[src/rtl/csp_pkg.sv]
// Shared types and constants for the critical section cycle profiler.
`timescale 1ns / 1ps
`default_nettype none

package csp_pkg;

    typedef enum logic [1:0] {
        REQ_ENTER = 2'd0,
        REQ_EXIT  = 2'd1,
        REQ_CLEAR = 2'd2,
        REQ_READ  = 2'd3
    } req_code_t;

    typedef enum logic [0:0] {
        CFG_CORE_CLOCK_HZ   = 1'b0,
        CFG_COUNTER_PRESENT = 1'b1
    } cfg_index_t;

    typedef enum logic [1:0] {
        NS_LATEST = 2'd0,
        NS_LEAST  = 2'd1,
        NS_MOST   = 2'd2,
        NS_MEAN   = 2'd3
    } ns_slot_t;

    typedef enum logic [2:0] {
        ST_IDLE,
        ST_MEAN,
        ST_MEAN_WAIT,
        ST_MUL,
        ST_NS,
        ST_NS_WAIT,
        ST_OUT
    } prof_state_t;

    // One nanosecond scale: 10^9 fits in 30 bits.
    localparam logic [29:0] NS_SCALE = 30'd1000000000;

    typedef struct packed {
        req_code_t   req_type;
        logic [31:0] cycle_now;
    } csp_req_t;

    typedef struct packed {
        logic [31:0] samples_taken;
        logic [31:0] latest_cycles;
        logic [31:0] least_cycles;
        logic [31:0] most_cycles;
        logic [63:0] cycle_sum;
        logic [31:0] mean_cycles;
        logic [31:0] latest_ns;
        logic [31:0] least_ns;
        logic [31:0] most_ns;
        logic [31:0] mean_ns;
        logic        measure_ok;
    } csp_rsp_t;

    // Divider handshake status.
    typedef struct packed {
        logic busy;
        logic done;
    } div_stat_t;

endpackage

`default_nettype wire

[src/rtl/critical_section_cycle_profiler_core.sv]
// Critical section cycle profiler: nesting tracker, statistics and read sequencer.
//
//  channel | direction | handshake          | payload
//  --------+-----------+--------------------+-----------------------------------
//  cfg     | in        | cfg_we             | cfg_index, cfg_wdata
//  s       | in        | s_valid / s_ready  | s_data  (csp_req_t)
//  m       | out       | m_valid / m_ready  | m_data  (csp_rsp_t)
//
// Enter, exit and clear transactions complete in the cycle they are accepted.
// A read holds s_ready low while one shared 64/32 divider runs up to five times
// (mean, then four ns conversions), 64 steps each; fewer when there are no
// samples (no mean division) or the clock is 0 (no ns).
// The result sits in an output register; the next transaction is taken while
// it waits, a further read only parks in ST_OUT until m_ready frees it.
// aresetn is synchronous, active low, and clears statistics and configuration.
`timescale 1ns / 1ps
`default_nettype none

module critical_section_cycle_profiler_core
    import csp_pkg::*;
#(
    parameter int NEST_BITS  = 8,
    parameter int CYCLE_BITS = 32
) (
    input  wire logic        aclk,
    input  wire logic        aresetn,
    // configuration
    input  wire logic        cfg_we,
    input  wire logic [0:0]  cfg_index,
    input  wire logic [31:0] cfg_wdata,
    // requests
    input  wire logic        s_valid,
    output      logic        s_ready,
    input  wire csp_req_t    s_data,
    // statistics
    output      logic        m_valid,
    input  wire logic        m_ready,
    output      csp_rsp_t    m_data
);

    // ---------------- configuration ----------------
    logic [31:0] clk_hz_reg;
    logic        present_reg;

    always_ff @(posedge aclk) begin
        if (!aresetn) begin
            clk_hz_reg  <= '0;
            present_reg <= 1'b0;
        end else if (cfg_we) begin
            unique case (cfg_index_t'(cfg_index))
                CFG_CORE_CLOCK_HZ:   clk_hz_reg  <= cfg_wdata;
                CFG_COUNTER_PRESENT: present_reg <= cfg_wdata[0];
                default: ;
            endcase
        end
    end

    // ---------------- section state and statistics ----------------
    logic [NEST_BITS-1:0]  nest_reg, nest_next;
    logic                  open_reg, open_next;
    logic [CYCLE_BITS-1:0] stamp_reg, stamp_next;
    logic [31:0]           tally_reg, tally_next;
    logic [CYCLE_BITS-1:0] recent_reg, recent_next;
    logic [CYCLE_BITS-1:0] short_reg, short_next;
    logic [CYCLE_BITS-1:0] long_reg, long_next;
    logic [63:0]           sum_reg, sum_next;

    logic                  s_fire;
    logic [CYCLE_BITS-1:0] now_cyc;
    logic [CYCLE_BITS-1:0] len;
    logic [64:0]           sum_add;
    logic [NEST_BITS-1:0]  nest_dec;

    assign s_fire   = s_valid && s_ready;
    assign now_cyc  = s_data.cycle_now[CYCLE_BITS-1:0];
    assign len      = now_cyc - stamp_reg;          // wraps modulo 2^CYCLE_BITS
    assign sum_add  = {1'b0, sum_reg} + 65'(len);
    assign nest_dec = nest_reg - NEST_BITS'(1);

    always_comb begin
        nest_next   = nest_reg;
        open_next   = open_reg;
        stamp_next  = stamp_reg;
        tally_next  = tally_reg;
        recent_next = recent_reg;
        short_next  = short_reg;
        long_next   = long_reg;
        sum_next    = sum_reg;
        if (s_fire) begin
            case (s_data.req_type)
                REQ_ENTER: begin
                    if (present_reg) begin
                        if (nest_reg == '0) begin
                            stamp_next = now_cyc;
                            open_next  = 1'b1;
                        end
                        if (!(&nest_reg)) begin
                            nest_next = nest_reg + NEST_BITS'(1);
                        end
                    end
                end
                REQ_EXIT: begin
                    if (present_reg && nest_reg != '0) begin
                        nest_next = nest_dec;
                        // outermost exit closes the section
                        if (nest_dec == '0 && open_reg) begin
                            open_next   = 1'b0;
                            recent_next = len;
                            sum_next    = sum_add[64] ? '1 : sum_add[63:0];
                            if (tally_reg != '1) begin
                                tally_next = tally_reg + 32'd1;
                            end
                            if (tally_reg == '0) begin
                                short_next = len;
                                long_next  = len;
                            end else begin
                                if (len < short_reg) short_next = len;
                                if (len > long_reg)  long_next  = len;
                            end
                        end
                    end
                end
                REQ_CLEAR: begin
                    nest_next   = '0;
                    open_next   = 1'b0;
                    stamp_next  = '0;
                    tally_next  = '0;
                    recent_next = '0;
                    short_next  = '0;
                    long_next   = '0;
                    sum_next    = '0;
                end
                default: ;  // read: handled by the sequencer
            endcase
        end
    end

    always_ff @(posedge aclk) begin
        if (!aresetn) begin
            nest_reg   <= '0;
            open_reg   <= 1'b0;
            stamp_reg  <= '0;
            tally_reg  <= '0;
            recent_reg <= '0;
            short_reg  <= '0;
            long_reg   <= '0;
            sum_reg    <= '0;
        end else begin
            nest_reg   <= nest_next;
            open_reg   <= open_next;
            stamp_reg  <= stamp_next;
            tally_reg  <= tally_next;
            recent_reg <= recent_next;
            short_reg  <= short_next;
            long_reg   <= long_next;
            sum_reg    <= sum_next;
        end
    end

    // ---------------- read sequencer ----------------
    prof_state_t state_reg, state_next;
    ns_slot_t    slot_reg;
    logic [31:0] mean_reg;
    logic [61:0] prod_reg;
    logic [31:0] ns_reg [4];
    logic        m_valid_reg;
    csp_rsp_t    m_data_reg;

    // shared divider
    logic        div_start;
    logic [63:0] div_dividend;
    logic [31:0] div_divisor;
    div_stat_t   div_stat;
    logic [63:0] div_quo;
    logic [31:0] div_quo_sat;

    // sequencer strobes
    logic        mean_ld, mean_zero, prod_ld, ns_ld, ns_zero, out_ld, slot_clr;
    logic [31:0] mul_op;

    assign div_quo_sat = (div_quo[63:32] != '0) ? '1 : div_quo[31:0];

    always_comb begin
        state_next = state_reg;
        unique case (state_reg)
            ST_IDLE: begin
                if (s_fire && s_data.req_type == REQ_READ) state_next = ST_MEAN;
            end
            ST_MEAN: begin
                state_next = (tally_reg == '0) ? ST_MUL : ST_MEAN_WAIT;
            end
            ST_MEAN_WAIT: begin
                if (div_stat.done) state_next = ST_MUL;
            end
            ST_MUL: begin
                state_next = (clk_hz_reg == '0) ? ST_OUT : ST_NS;
            end
            ST_NS: begin
                state_next = ST_NS_WAIT;
            end
            ST_NS_WAIT: begin
                if (div_stat.done) state_next = (slot_reg == NS_MEAN) ? ST_OUT : ST_MUL;
            end
            ST_OUT: begin
                if (!m_valid_reg || m_ready) state_next = ST_IDLE;
            end
            default: state_next = ST_IDLE;
        endcase
    end

    always_comb begin
        s_ready      = 1'b0;
        div_start    = 1'b0;
        div_dividend = 64'(prod_reg) + 64'(clk_hz_reg[31:1]);
        div_divisor  = clk_hz_reg;
        mean_ld      = 1'b0;
        mean_zero    = 1'b0;
        prod_ld      = 1'b0;
        ns_ld        = 1'b0;
        ns_zero      = 1'b0;
        out_ld       = 1'b0;
        slot_clr     = 1'b0;
        unique case (state_reg)
            ST_IDLE: begin
                s_ready  = 1'b1;
                slot_clr = 1'b1;
            end
            ST_MEAN: begin
                if (tally_reg == '0) begin
                    mean_zero = 1'b1;
                end else begin
                    div_start    = 1'b1;
                    div_dividend = sum_reg;
                    div_divisor  = tally_reg;
                end
            end
            ST_MEAN_WAIT: mean_ld = div_stat.done;
            ST_MUL: begin
                if (clk_hz_reg == '0) ns_zero = 1'b1;
                else                  prod_ld = 1'b1;
            end
            ST_NS:      div_start = 1'b1;
            ST_NS_WAIT: ns_ld     = div_stat.done;
            ST_OUT:     out_ld    = !m_valid_reg || m_ready;
            default: ;
        endcase
    end

    always_comb begin
        case (slot_reg)
            NS_LATEST: mul_op = 32'(recent_reg);
            NS_LEAST:  mul_op = 32'(short_reg);
            NS_MOST:   mul_op = 32'(long_reg);
            default:   mul_op = mean_reg;
        endcase
    end

    csp_div u_div (
        .aclk     (aclk),
        .aresetn  (aresetn),
        .start    (div_start),
        .dividend (div_dividend),
        .divisor  (div_divisor),
        .stat     (div_stat),
        .quotient (div_quo)
    );

    always_ff @(posedge aclk) begin
        if (!aresetn) begin
            state_reg   <= ST_IDLE;
            slot_reg    <= NS_LATEST;
            m_valid_reg <= 1'b0;
        end else begin
            state_reg <= state_next;
            if (slot_clr) begin
                slot_reg <= NS_LATEST;
            end else if (ns_ld) begin
                slot_reg <= ns_slot_t'(slot_reg + 2'd1);
            end
            if (out_ld) begin
                m_valid_reg <= 1'b1;
            end else if (m_ready) begin
                m_valid_reg <= 1'b0;
            end
        end
    end

    always_ff @(posedge aclk) begin
        if (mean_zero) mean_reg <= '0;
        else if (mean_ld) mean_reg <= div_quo_sat;
        if (prod_ld) prod_reg <= 62'(mul_op) * 62'(NS_SCALE);
        if (ns_zero) begin
            for (int i = 0; i < 4; i++) ns_reg[i] <= '0;
        end else if (ns_ld) begin
            ns_reg[slot_reg] <= div_quo_sat;
        end
        if (out_ld) begin
            m_data_reg.samples_taken <= tally_reg;
            m_data_reg.latest_cycles <= 32'(recent_reg);
            m_data_reg.least_cycles  <= 32'(short_reg);
            m_data_reg.most_cycles   <= 32'(long_reg);
            m_data_reg.cycle_sum     <= sum_reg;
            m_data_reg.mean_cycles   <= mean_reg;
            m_data_reg.latest_ns     <= ns_reg[NS_LATEST];
            m_data_reg.least_ns      <= ns_reg[NS_LEAST];
            m_data_reg.most_ns       <= ns_reg[NS_MOST];
            m_data_reg.mean_ns       <= ns_reg[NS_MEAN];
            m_data_reg.measure_ok    <= present_reg;
        end
    end

    assign m_valid = m_valid_reg;
    assign m_data  = m_data_reg;

endmodule

`default_nettype wire

[src/rtl/csp_div.sv]
// Restoring 64 by 32 bit unsigned divider, one quotient bit per cycle.
`timescale 1ns / 1ps
`default_nettype none

module csp_div
    import csp_pkg::*;
(
    input  wire logic        aclk,
    input  wire logic        aresetn,
    input  wire logic        start,
    input  wire logic [63:0] dividend,
    input  wire logic [31:0] divisor,
    output      div_stat_t   stat,
    output      logic [63:0] quotient
);

    logic [63:0] quo_reg, quo_next;
    logic [31:0] rem_reg, rem_next;
    logic [31:0] dvs_reg;
    logic [5:0]  cnt_reg, cnt_next;
    logic        busy_reg, busy_next;
    logic        done_reg, done_next;
    logic [32:0] trial;
    logic        ge;

    // Shift in the next dividend bit and try the subtraction.
    assign trial = {rem_reg, quo_reg[63]};
    assign ge    = (trial >= {1'b0, dvs_reg});

    always_comb begin
        quo_next  = quo_reg;
        rem_next  = rem_reg;
        cnt_next  = cnt_reg;
        busy_next = busy_reg;
        done_next = 1'b0;
        if (start) begin
            quo_next  = dividend;
            rem_next  = '0;
            cnt_next  = '1;
            busy_next = 1'b1;
        end else if (busy_reg) begin
            quo_next = {quo_reg[62:0], ge};
            rem_next = ge ? 32'(trial - {1'b0, dvs_reg}) : trial[31:0];
            cnt_next = cnt_reg - 6'd1;
            if (cnt_reg == '0) begin
                busy_next = 1'b0;
                done_next = 1'b1;
            end
        end
    end

    always_ff @(posedge aclk) begin
        if (!aresetn) begin
            busy_reg <= 1'b0;
            done_reg <= 1'b0;
            cnt_reg  <= '0;
        end else begin
            busy_reg <= busy_next;
            done_reg <= done_next;
            cnt_reg  <= cnt_next;
        end
    end

    always_ff @(posedge aclk) begin
        quo_reg <= quo_next;
        rem_reg <= rem_next;
        if (start) begin
            dvs_reg <= divisor;
        end
    end

    assign stat.busy = busy_reg;
    assign stat.done = done_reg;
    assign quotient  = quo_reg;

endmodule

`default_nettype wire

[config.mk]
export PLATFORM = sky130hd
export DESIGN_NAME = critical_section_cycle_profiler_core
export DESIGN_NICKNAME = d
export VERILOG_FILES = /design/src/rtl/csp_pkg.sv /design/src/rtl/critical_section_cycle_profiler_core.sv /design/src/rtl/csp_div.sv
export SDC_FILE = /design/constraint.sdc
export NUM_CORES = 2
export LEC_CHECK = 0
export BUFFER_PORTS_ARGS = -buffer_cell sky130_fd_sc_hd__buf_2
export CAP_MARGIN = 0
export CELL_PAD_IN_SITES_DETAIL_PLACEMENT = 2
export CELL_PAD_IN_SITES_GLOBAL_PLACEMENT = 2
export CORE_MARGIN = 3
export CORE_UTILIZATION = 35
export CTS_BUF_LIST = sky130_fd_sc_hd__clkbuf_16
export DETAILED_ROUTE_END_ITERATION = 12
export PLACE_DENSITY = 0.81
export SYNTH_ARGS = -nofsm -noshare
export SYNTH_HDL_FRONTEND = slang
export SYNTH_SLANG_ARGS = --single-unit
export TNS_END_PERCENT = 30
[constraint.sdc]
create_clock -name aclk -period 31 [get_ports aclk]
set_input_delay 6.2 -clock aclk [delete_from_list [all_inputs] [get_ports aclk]]
set_output_delay 6.2 -clock aclk [all_outputs]
set_load 0.03 [all_outputs]
==> reports/qor.csv <==
metric;value;unit
grt_pass1_vias;51300;
grt-ovfl-total;0;
nets;6844;
setup_viol;0;
power_frac_clock;38.0;%
yosysUniqueCellTypes;85;
post_cts_buffers;0;
clkLatencyLatePin;0.80;ns
rows;148;
worstSetupEndpointType;flip-flop;
largest_reg_flops;353;
start_util;35.4;%
grtUsageMet2;47.9;%
cts_buffers;108;
drtIter0Drc;4716;
worst_slack;18.75;ns
cts_tree;built;
layout_commonest_cell;inv_1;
cp.required;31.61;ns
crit_type;input pin to flip-flop;
swShare;31.3;%
syn_to_final_growth;14.4;%
arrival;12.86;ns
wl;249000;um
io_pins;427;
grt.met3_usage;4.03;%
wl_per_cell;30.0;um
stdcell_count;8288;
p_comb_share;19.9;%
final-hold-violation-count;0;
grt_use_met1;35.6;%
rr_worst_depth;27;
layout_common_cells;inv_1, edfxtp_1, nor2_1;
syn_area_per_cell;10.4;um^2
period_needed;12.25;ns
synth_area;57900;um^2
dpl_worst_slack;18.39;ns
synth_fp_nets;6440;
cts_resized;0;
r2r-end;prod_reg[60];
grt_first_pass_wirelength;359000;um
path_cells;buf_2, ha_1, nor2b_1, o31ai_1, buf_4, a21oi_1, nor4b_1, o21bai_1, a31oi_1, o221a_2, nor3_1, nor2_1, inv_1, ha_1, nand4_1, nor4_1, o21ai_0, a31oi_4, buf_4, and2_1, nand2_1, o31ai_1;
dr.pass1.iters;6;
power_density;52.1;nW/um^2
max_freq;81.6;MHz
p_leak;27.6;nW
p_sw;1.08;mW
ys_seq_elements;974;
cts_sinks;974;
crit_fanout;42;
portBuffers;426;
cp_slowest_cell;nor4b_1;
maxSlewViolCount;0;
holdPathEnd;m_data[113];
h-tree-depth;3;
core;164000;um^2
fillerInstances;17300;
antenna_found_initial;34;
r2r_slack;20.75;ns
clockRootBuffer;clkbuf_16;
dieArea;170000;um^2
status;complete, but fails checks;
async_reset_ff_share;0;%
r2r_start;slot_reg[0];
rsz0062_at_grt;false;
synth_seq_area_share;44.5;%
postCtsHoldBufs;0;
pwr-share-seq;42.1;%
max_cap_violations;1;
yosysWarnings;0;
grt_usage;28.7;%
grt_max_degree;92;
post-route-period-util;39.5;%
vias;47100;
startpoint_type;input pin;
p_int;2.37;mW
hold_class;flip-flop to flip-flop;
drive_gt1_share;12.2;%
synth_edf_count;630;
holdPathStages;0;
place_inst;8066;
ir_drop;0.0000474;V
path_clk_slew;0.06;ns
min_from;ns_reg[0][16];
final.setup_skew;0.0937;ns
drc;0;
multi_input_area;28800;um^2
slowest_delay;1.17;ns
setup_tns;0;ns
synthCells;5597;
synth_ff_type;edfxtp_1;
hpwl;191000;um
violations;max-capacitance violations;
utilization;40.5;%
top_usage_layer;met2;
slew_headroom;1.66;%
die_h;413;um
dieWidth;413;um
via_per_inst;5.68;
final-seq-area;25800;um^2
worst_pin_slew;1.46;ns
place.gp.congestion;0.931;
p_total;3.45;mW
ant_nets;0;
clockBufferDepth;3;
## critical path, delay by kind of cell
| family | cells | cell delay, ns |
|---|---|---|
| AOI/OAI and AO/OA | 8 | 2.29 |
| adders and majority gates | 2 | 0.63 |
| buffers and inverters | 4 | 1.00 |
| and+or+nand+nor | 8 | 2.71 |
## routing by layer
metal  up-vias  part of all wire [%]
li1      20200                     -
met1     24400                    39
met2      1922                    48
met3       534                   6.3
met4         4                   6.2
met5         -                 0.010
## area by class of cell
class,count,area share [%]
clock buffers,112,4.23
inverters,697,3.96
diodes,16,0.0604
well taps,2175,4.11
clock inverters,94,1.13
flip-flops and latches,974,38.9
repair buffers,506,4.12
multi-input cells,3714,43.5
## Yosys cell counts, drive strengths merged, types with 23 or more instances
cell	number	area share (%)
nand4	57	0.62
inv	697	4.5
a21oi	398	3.4
o21bai	23	0.30
mux2i	29	0.51
nor3	58	0.52
nor3b	34	0.44
clkbuf	191	1.2
nand2	485	3.1
nand2b	39	0.43
a21o	119	1.5
a22oi	49	0.63
xor2	78	1.2
nor2	495	3.2
ha	461	10
xnor2	139	2.1
dfxtp	344	12
nand3	106	0.93
nor2b	36	0.39
a31oi	43	0.49
edfxtp	630	33
o21a	36	0.47
o31ai	23	0.30
and2	34	0.37
a211oi	60	0.78
and3	63	0.68
nor4	35	0.38
fa	310	11
a222oi	24	0.41
o21ai	256	2.2
## per-stage QoR
| step | hold WS, ns | instance area (um^2) |
|---|---|---|
| floorplan | 0.400 | 57900 |
| global placement | 0.401 | 62700 |
| detailed placement | 0.406 | 62700 |
| CTS | 0.377 | 66200 |
| global route | 0.394 | 66200 |
| finish | 0.393 | 66300 |
## kinds of logic after synthesis
logic type	after synthesis	share of synthesized area, %
flops	974	44.5
compound gates	1172	12.7
xor+xnor	217	3.28
simple gates	1508	12.0
buf+inv	909	5.94
fa+ha+maj	771	20.7
mux	46	0.838
## power groups by stage
stage | logic [mW] | clock network (mW) | registers, mW
after floorplan | 0.460 | 0 | 1.45
after global placement | 0.625 | 0 | 1.47
after detailed placement | 0.672 | 0 | 1.48
after CTS | 0.683 | 1.33 | 1.45
after global routing | 0.763 | 1.38 | 1.45
final | 0.688 | 1.31 | 1.45
## worst max path at each step
stage	from	endpoint	slack [ns]	cells after the start
6_report	s_data[1]	long_reg[22]	18.75	22
5_1_grt	s_data[1]	long_reg[22]	18.52	22
4_1_cts	s_data[1]	long_reg[22]	19.06	22
3_5_place_dp	s_data[1]	long_reg[26]	18.39	22
3_3_place_gp	s_data[1]	sum_reg[57]	18.70	23
2_1_floorplan	m_ready	m_data[0]	9.11	2
(Power assumes the default switching activity.)
